`src/design/tbi_pkg.sv`:
```
// Shared types, constants and helpers of the table bilinear interpolator.
`default_nettype none

package tbi_pkg;

    // Table geometry
    localparam int MAX_BETA   = 16;
    localparam int MAX_ANISO  = 16;
    localparam int GRID_DEPTH = MAX_BETA * MAX_ANISO;
    localparam int MAX_SCAN   = (MAX_BETA > MAX_ANISO) ? MAX_BETA : MAX_ANISO;
    localparam int BETA_AW    = $clog2(MAX_BETA);
    localparam int ANISO_AW   = $clog2(MAX_ANISO);
    localparam int GRID_AW    = $clog2(GRID_DEPTH);
    localparam int SCAN_W     = $clog2(MAX_SCAN + 1);

    // Numerator: four terms of 32b * 32b * 32b
    localparam int ACC_W = 98;

    // Opcodes of an input word
    localparam logic [1:0] OP_QUERY = 2'd0;
    localparam logic [1:0] OP_BETA  = 2'd1;
    localparam logic [1:0] OP_ANISO = 2'd2;
    localparam logic [1:0] OP_GRID  = 2'd3;

    // Configuration register indexes
    localparam logic [1:0] CFG_BETA_COUNT  = 2'd0;
    localparam logic [1:0] CFG_ANISO_COUNT = 2'd1;
    localparam logic [1:0] CFG_FUDGE       = 2'd2;

    // Multiplier operand selection
    typedef logic [2:0] t_mul_op;
    localparam t_mul_op MO_NONE = 3'd0;
    localparam t_mul_op MO_W    = 3'd1;
    localparam t_mul_op MO_LO   = 3'd2;
    localparam t_mul_op MO_HI   = 3'd3;
    localparam t_mul_op MO_DEN  = 3'd4;
    localparam t_mul_op MO_FUD  = 3'd5;

    // Accumulator action
    typedef logic [1:0] t_acc_op;
    localparam t_acc_op AC_NONE = 2'd0;
    localparam t_acc_op AC_CLR  = 2'd1;
    localparam t_acc_op AC_LO   = 2'd2;
    localparam t_acc_op AC_HI   = 2'd3;

    // Kind of result word
    typedef logic [1:0] t_kind;
    localparam t_kind K_NORM  = 2'd0;
    localparam t_kind K_BELOW = 2'd1;
    localparam t_kind K_ZERO  = 2'd2;

    typedef struct packed {
        logic [1:0]  opcode;
        logic [7:0]  entry_index;
        logic [31:0] entry_value;
        logic [31:0] beta_query;
        logic [31:0] aniso_query;
    } t_in_word;

    typedef struct packed {
        logic [31:0] coefficient;
        logic        below_table;
        logic        beta_capped;
        logic        aniso_capped;
    } t_out_word;

    // Controller to datapath
    typedef struct packed {
        logic       load_query;
        logic       scan_clr;
        logic       scan_step;
        logic       cap;
        logic       rd_hi;
        logic       lat_lo;
        logic       lat_hi;
        logic       chk;
        logic [1:0] g_rd;
        logic       g_lat;
        logic [1:0] g_lat_sel;
        t_mul_op    mul_op;
        logic [1:0] term;
        t_acc_op    acc_op;
        logic       div_init;
        logic       div_step;
        logic       out_load;
        t_kind      out_kind;
    } t_cmd;

    // Datapath to controller
    typedef struct packed {
        logic scan_done;
        logic not_found;
        logic bin_bad;
        logic out_full;
    } t_sts;

    // Clamp a count register to [2, depth]
    function automatic logic [4:0] eff_count(logic [4:0] c, int depth);
        logic [4:0] r;
        if (c < 5'd2) begin
            r = 5'd2;
        end else if (int'(c) > depth) begin
            r = 5'(depth);
        end else begin
            r = c;
        end
        return r;
    endfunction

endpackage

`default_nettype wire

```
`src/design/tbi_ctrl.sv`:
```
// Sequencer of the interpolator: steps one query through search, fetch and arithmetic.
`default_nettype none

module tbi_ctrl (
    input  wire logic        i_clk,
    input  wire logic        i_rst_n,
    input  wire logic        i_in_valid,
    input  wire logic        i_is_query,
    input  wire tbi_pkg::t_sts i_sts,
    output tbi_pkg::t_cmd    o_cmd,
    output logic             o_in_stall
);
    import tbi_pkg::*;

    localparam logic [3:0] S_IDLE = 4'd0;
    localparam logic [3:0] S_SCAN = 4'd1;
    localparam logic [3:0] S_CAP  = 4'd2;
    localparam logic [3:0] S_RD1  = 4'd3;
    localparam logic [3:0] S_RD2  = 4'd4;
    localparam logic [3:0] S_RD3  = 4'd5;
    localparam logic [3:0] S_CHK  = 4'd6;
    localparam logic [3:0] S_GRD  = 4'd7;
    localparam logic [3:0] S_MUL  = 4'd8;
    localparam logic [3:0] S_DIV  = 4'd9;
    localparam logic [3:0] S_FUD  = 4'd10;
    localparam logic [3:0] S_OUT  = 4'd11;

    localparam logic [5:0] GRD_LAST = 6'd4;
    localparam logic [5:0] MUL_LAST = 6'd13;
    localparam logic [5:0] DIV_LAST = 6'd31;

    logic [3:0] r_state, n_state;
    logic [5:0] r_cnt, n_cnt;
    t_kind      r_kind, n_kind;
    t_cmd       w_cmd;

    always_ff @(posedge i_clk) begin
        if (!i_rst_n) begin
            r_state <= S_IDLE;
            r_cnt   <= '0;
            r_kind  <= K_NORM;
        end else begin
            r_state <= n_state;
            r_cnt   <= n_cnt;
            r_kind  <= n_kind;
        end
    end

    // Next state and commands
    always_comb begin
        n_state = r_state;
        n_cnt   = r_cnt;
        n_kind  = r_kind;
        w_cmd   = '0;
        unique case (r_state)
            S_IDLE: begin
                if (i_in_valid && i_is_query) begin
                    w_cmd.load_query = 1'b1;
                    w_cmd.scan_clr   = 1'b1;
                    n_state          = S_SCAN;
                end
            end
            S_SCAN: begin
                w_cmd.scan_step = 1'b1;
                if (i_sts.scan_done) begin
                    n_state = S_CAP;
                end
            end
            S_CAP: begin
                w_cmd.cap = 1'b1;
                if (i_sts.not_found) begin
                    n_kind  = K_BELOW;
                    n_state = S_OUT;
                end else begin
                    n_state = S_RD1;
                end
            end
            S_RD1: begin
                n_state = S_RD2;
            end
            S_RD2: begin
                w_cmd.rd_hi  = 1'b1;
                w_cmd.lat_lo = 1'b1;
                n_state      = S_RD3;
            end
            S_RD3: begin
                w_cmd.lat_hi = 1'b1;
                n_state      = S_CHK;
            end
            S_CHK: begin
                w_cmd.chk = 1'b1;
                n_cnt     = '0;
                if (i_sts.bin_bad) begin
                    n_kind  = K_ZERO;
                    n_state = S_OUT;
                end else begin
                    n_state = S_GRD;
                end
            end
            S_GRD: begin
                // issue four grid reads, latch each in the cycle after its read
                w_cmd.g_rd      = r_cnt[1:0];
                w_cmd.g_lat     = (r_cnt != '0);
                w_cmd.g_lat_sel = 2'(r_cnt - 6'd1);
                w_cmd.acc_op    = AC_CLR;
                if (r_cnt == GRD_LAST) begin
                    n_cnt   = '0;
                    n_state = S_MUL;
                end else begin
                    n_cnt = r_cnt + 6'd1;
                end
            end
            S_MUL: begin
                // per term: weight, low half times grid, high half times grid
                unique case (r_cnt[3:0])
                    4'd0:  begin w_cmd.mul_op = MO_W;  w_cmd.term = 2'd0; end
                    4'd1:  begin w_cmd.mul_op = MO_LO; w_cmd.term = 2'd0; end
                    4'd2:  begin
                        w_cmd.mul_op = MO_HI; w_cmd.term = 2'd0; w_cmd.acc_op = AC_LO;
                    end
                    4'd3:  begin
                        w_cmd.mul_op = MO_W;  w_cmd.term = 2'd1; w_cmd.acc_op = AC_HI;
                    end
                    4'd4:  begin w_cmd.mul_op = MO_LO; w_cmd.term = 2'd1; end
                    4'd5:  begin
                        w_cmd.mul_op = MO_HI; w_cmd.term = 2'd1; w_cmd.acc_op = AC_LO;
                    end
                    4'd6:  begin
                        w_cmd.mul_op = MO_W;  w_cmd.term = 2'd2; w_cmd.acc_op = AC_HI;
                    end
                    4'd7:  begin w_cmd.mul_op = MO_LO; w_cmd.term = 2'd2; end
                    4'd8:  begin
                        w_cmd.mul_op = MO_HI; w_cmd.term = 2'd2; w_cmd.acc_op = AC_LO;
                    end
                    4'd9:  begin
                        w_cmd.mul_op = MO_W;  w_cmd.term = 2'd3; w_cmd.acc_op = AC_HI;
                    end
                    4'd10: begin w_cmd.mul_op = MO_LO; w_cmd.term = 2'd3; end
                    4'd11: begin
                        w_cmd.mul_op = MO_HI; w_cmd.term = 2'd3; w_cmd.acc_op = AC_LO;
                    end
                    4'd12: begin w_cmd.mul_op = MO_DEN; w_cmd.acc_op = AC_HI; end
                    default: begin w_cmd.div_init = 1'b1; end
                endcase
                if (r_cnt == MUL_LAST) begin
                    n_cnt   = '0;
                    n_state = S_DIV;
                end else begin
                    n_cnt = r_cnt + 6'd1;
                end
            end
            S_DIV: begin
                w_cmd.div_step = 1'b1;
                if (r_cnt == DIV_LAST) begin
                    n_cnt   = '0;
                    n_state = S_FUD;
                end else begin
                    n_cnt = r_cnt + 6'd1;
                end
            end
            S_FUD: begin
                w_cmd.mul_op = MO_FUD;
                n_kind       = K_NORM;
                n_state      = S_OUT;
            end
            S_OUT: begin
                if (!i_sts.out_full) begin
                    w_cmd.out_load = 1'b1;
                    w_cmd.out_kind = r_kind;
                    n_state        = S_IDLE;
                end
            end
            default: begin
                n_state = S_IDLE;
            end
        endcase
    end

    assign o_cmd      = w_cmd;
    assign o_in_stall = (r_state != S_IDLE);

endmodule

`default_nettype wire

```
`config.mk`:
```
export PLATFORM = sky130hd
export DESIGN_NAME = tbi_ctrl
export DESIGN_NICKNAME = d
export VERILOG_FILES = /design/src/design/tbi_pkg.sv /design/src/design/tbi_ctrl.sv
export SDC_FILE = /design/constraint.sdc
export NUM_CORES = 1
export LEC_CHECK = 0
export ABC_CLOCK_PERIOD_IN_PS = 2760
export BUFFER_PORTS_ARGS = -buffer_cell sky130_fd_sc_hd__buf_2
export CAP_MARGIN = 20
export CORE_MARGIN = 2
export CORE_UTILIZATION = 50
export DETAILED_ROUTE_END_ITERATION = 16
export GPL_ROUTABILITY_DRIVEN = 0
export PLACE_DENSITY_LB_ADDON = 0.3
export SLEW_MARGIN = 20
export SYNTH_ARGS = -nofsm -noshare
export SYNTH_HDL_FRONTEND = slang
export SYNTH_SLANG_ARGS = --single-unit
```
`constraint.sdc`:
```
create_clock -name i_clk -period 2.76 [get_ports i_clk]
set_input_delay 0.552 -clock i_clk [delete_from_list [all_inputs] [get_ports i_clk]]
set_output_delay 0.552 -clock i_clk [all_outputs]
set_load 0.03 [all_outputs]
```
==> results.json <==
{
  "status": "finished, final reports clean",
  "ir_drop_v": 0.000535,
  "clock_path_buffers": 2,
  "synth_cells": 183,
  "clk-insertion-delay-late_ns": 0.27,
  "syn_to_final_growth_pct": 12.9,
  "fin_setup_tns_ns": 0,
  "dr_total_vias": 1364,
  "avgSynthCellArea_um2": 6.73,
  "port_buffers": 33,
  "ys_dominant_reg_cell": "dfxtp_1",
  "grt_pass1_wl_um": 5130,
  "path_cells": "inv_1, ha_1, or2_2, a21oi_1, o22ai_1, nor2_1, nor2_1, buf_2",
  "drt-total-wl_um": 3070,
  "slowest_stage": "dfxtp_1",
  "holdWs_ns": 0.486,
  "ys_warn_count": 0,
  "wl_per_cell_um": 13.3,
  "grt_max_degree": 23,
  "cts_buffers": 3,
  "start_util_pct": 54.2,
  "power_w": 0.000807,
  "slew_viol_final": 0,
  "grt.overflow.total": 0,
  "ys_seq_elements": 12,
  "placed_area_um2": 1370,
  "remaining_drc_errors": 0,
  "yosysSeqAreaShare_pct": 19.5,
  "die_h_um": 53.6,
  "dieArea_um2": 2880,
  "path_max_fanout": 10,
  "synth_cell_types": 47,
  "cts_tree": "built",
  "synth_common_cells": "32 x nor2_1, 21 x a21oi_1, 16 x nand2_1, 12 x clkbuf_1, 12 x dfxtp_1",
  "antenna_found_initial": 0,
  "yosysTopAreaCell": "dfxtp_1",
  "drv_cap": 0,
  "clock-root-buffer": "clkbuf_4",
  "place_ws_ns": 0.420,
  "worst_clock_skew_ns": 0.00561,
  "cts_setup_buffers": 0,
  "viasPerCell": 5.90,
  "finalCritPeriodShare_pct": 92.9,
  "h-tree-depth": 1,
  "cpMostUsedCell": "nor2_1",
  "synth_edf_count": 0,
  "core_area_um2": 2280,
  "min_period_ns": 2.56,
  "critical_path_class": "reg -> out",
  "max_clock_freq_ghz": 0.390,
  "slew_headroom_pct": 54.5,
  "cp-end-kind": "output pin",
  "netlist_area_um2": 1230,
  "worstHoldPathType": "reg -> reg",
  "setup_ws_ns": 0.195,
  "tightest_slew_ns": 0.681,
  "grt_pass1_vias": 1189,
  "syn-num-nets": 195,
  "nFillCells": 220,
  "fin_area_um2": 1390,
  "finalHoldViolCount": 0,
  "synth_most_common_cell": "nor2_1",
  "cts_sinks": 12,
  "dp_hpwl_um": 2270,
  "cpPeakStageDelay_ns": 0.41,
  "setup_viol": 0,
  "drtAntennaViolNets": 0,
  "powerDensity_nw_per_um2": 580,
  "synthArstFlopShare_pct": 0,
  "synthTopCellsByArea": "dfxtp_1 19%, nor2_1 9.7%, a21oi_1 8.5%, nand2_1 4.9%, ha_1 4.1%",
  "multiInputGateArea_um2": 871,
  "startpoint_type": "register",
  "required_ns": 2.21,
  "grt_util_all_layers_pct": 23.5,
  "rsz0062_at_grt": "false",
  "arrival_ns": 2.01,
  "clk_pin_slew_worst_paths_ns": 0.07,
  "p_leak_nw": 0.619,
  "regArea_um2": 241,
  "drtIter0Drc": 38,
  "antenna_cells": 0,
  "drive_gt1_share_pct": 25.1,
  "ios": 34,
  "row_count": 17,
  "synth_top_area_share_pct": 19.5,
  "fp.dieW_um": 53.6,
  "nets": 217,
  "dr.pass1.iters": 4
}
-- layout make-up --
type                            instances  share of cell area [%]
Sequential cell                        12                    17.4
Timing Repair Buffer                   37                    14.0
Clock buffer                            3                    1.62
Tap cell                               28                    2.52
Inverter                                7                    1.89
Multi-Input combinational cell        144                    62.6
-- critical path, delay by kind of cell (launching register included) --
family / cells / cell delay, ns
buf+inv: 2 / 0.28
compound gates: 2 / 0.23
flops: 1 / 0.41
fa+ha+maj: 1 / 0.30
simple gates: 3 / 0.52
-- worst paths after layout --
| check | startpoint | endpoint | slack (ns) | depth (start not counted) |
|---|---|---|---|---|
| max | r_cnt[1] | o_cmd[9] | 0.20 | 8 |
| min | r_kind[0] | r_kind[0] | 0.49 | 2 |
| max reg2reg | r_cnt[3] | r_state[1] | 0.65 | 5 |
| min reg2reg | r_kind[0] | r_kind[0] | 0.49 | 2 |
-- per-layer routing --
| metal | track usage [%] | vias up | share of wire (%) |
|---|---|---|---|
| met5 | 0 | - | 0 |
| li1 | - | 686 | - |
| met3 | 3.89 | 5 | 5.7 |
| met2 | 37.9 | 47 | 47 |
| met4 | 9.83 | 0 | 1.0 |
| met1 | 31.0 | 626 | 46 |
-- registers in the layout, indices dropped and copies added (netlist names) --
signal,cells
r_cnt,6
r_kind,2
r_state,4
-- cells by family after synthesis --
group                      synth area share, %
AOI/OAI and AO/OA                         28.3
adders and majority gates                 4.06
buffers and inverters                     9.85
DFF                                       19.5
muxes                                     4.37
and+or+nand+nor                           33.9
-- power by group --
part | switching [W] | total, W | internal [W]
logic | 0.000314 | 0.000486 | 0.000172
clock network | 0.0000540 | 0.000104 | 0.0000505
registers | 0.0000217 | 0.000217 | 0.000195
-- per-stage QoR --
step           std cells  util [%]
4_1_cts              231      61.1
3_5_place_dp         228      60.1
6_report             231      61.1
2_1_floorplan        183         -
5_1_grt              231      61.1
3_3_place_gp         228      60.1
-- layout by cell type (no fill, tap or decap), drive strengths merged, types with 2 or more instances in the layout --
| cell type | synthesis | layout |
|---|---|---|
| nand3 | 3 | 3 |
| a31oi | 4 | 4 |
| o22ai | 2 | 2 |
| nand2 | 16 | 16 |
| a31o | 2 | 2 |
| nor2 | 32 | 32 |
| inv | 7 | 7 |
| clkbuf | 12 | 3 |
| nand2b | 5 | 5 |
| mux2i | 2 | 2 |
| nor3b | 2 | 2 |
| buf | 8 | 37 |
| ha | 4 | 4 |
| nor3 | 8 | 8 |
| a21oi | 21 | 21 |
| and2 | 4 | 4 |
| a211oi | 5 | 5 |
| o21ai | 9 | 9 |
| nand4 | 3 | 3 |
| dfxtp | 12 | 12 |
| nor2b | 2 | 2 |
-- what timing repair did --
| item | 4_1_cts | 5_1_grt |
|---|---|---|
| hold buffers | 0 | 0 |
| endpoints found under the setup margin | 0 | 1 |
| resized for setup | 0 | 1 |
Note: power is estimated with default switching activity, not from simulation.
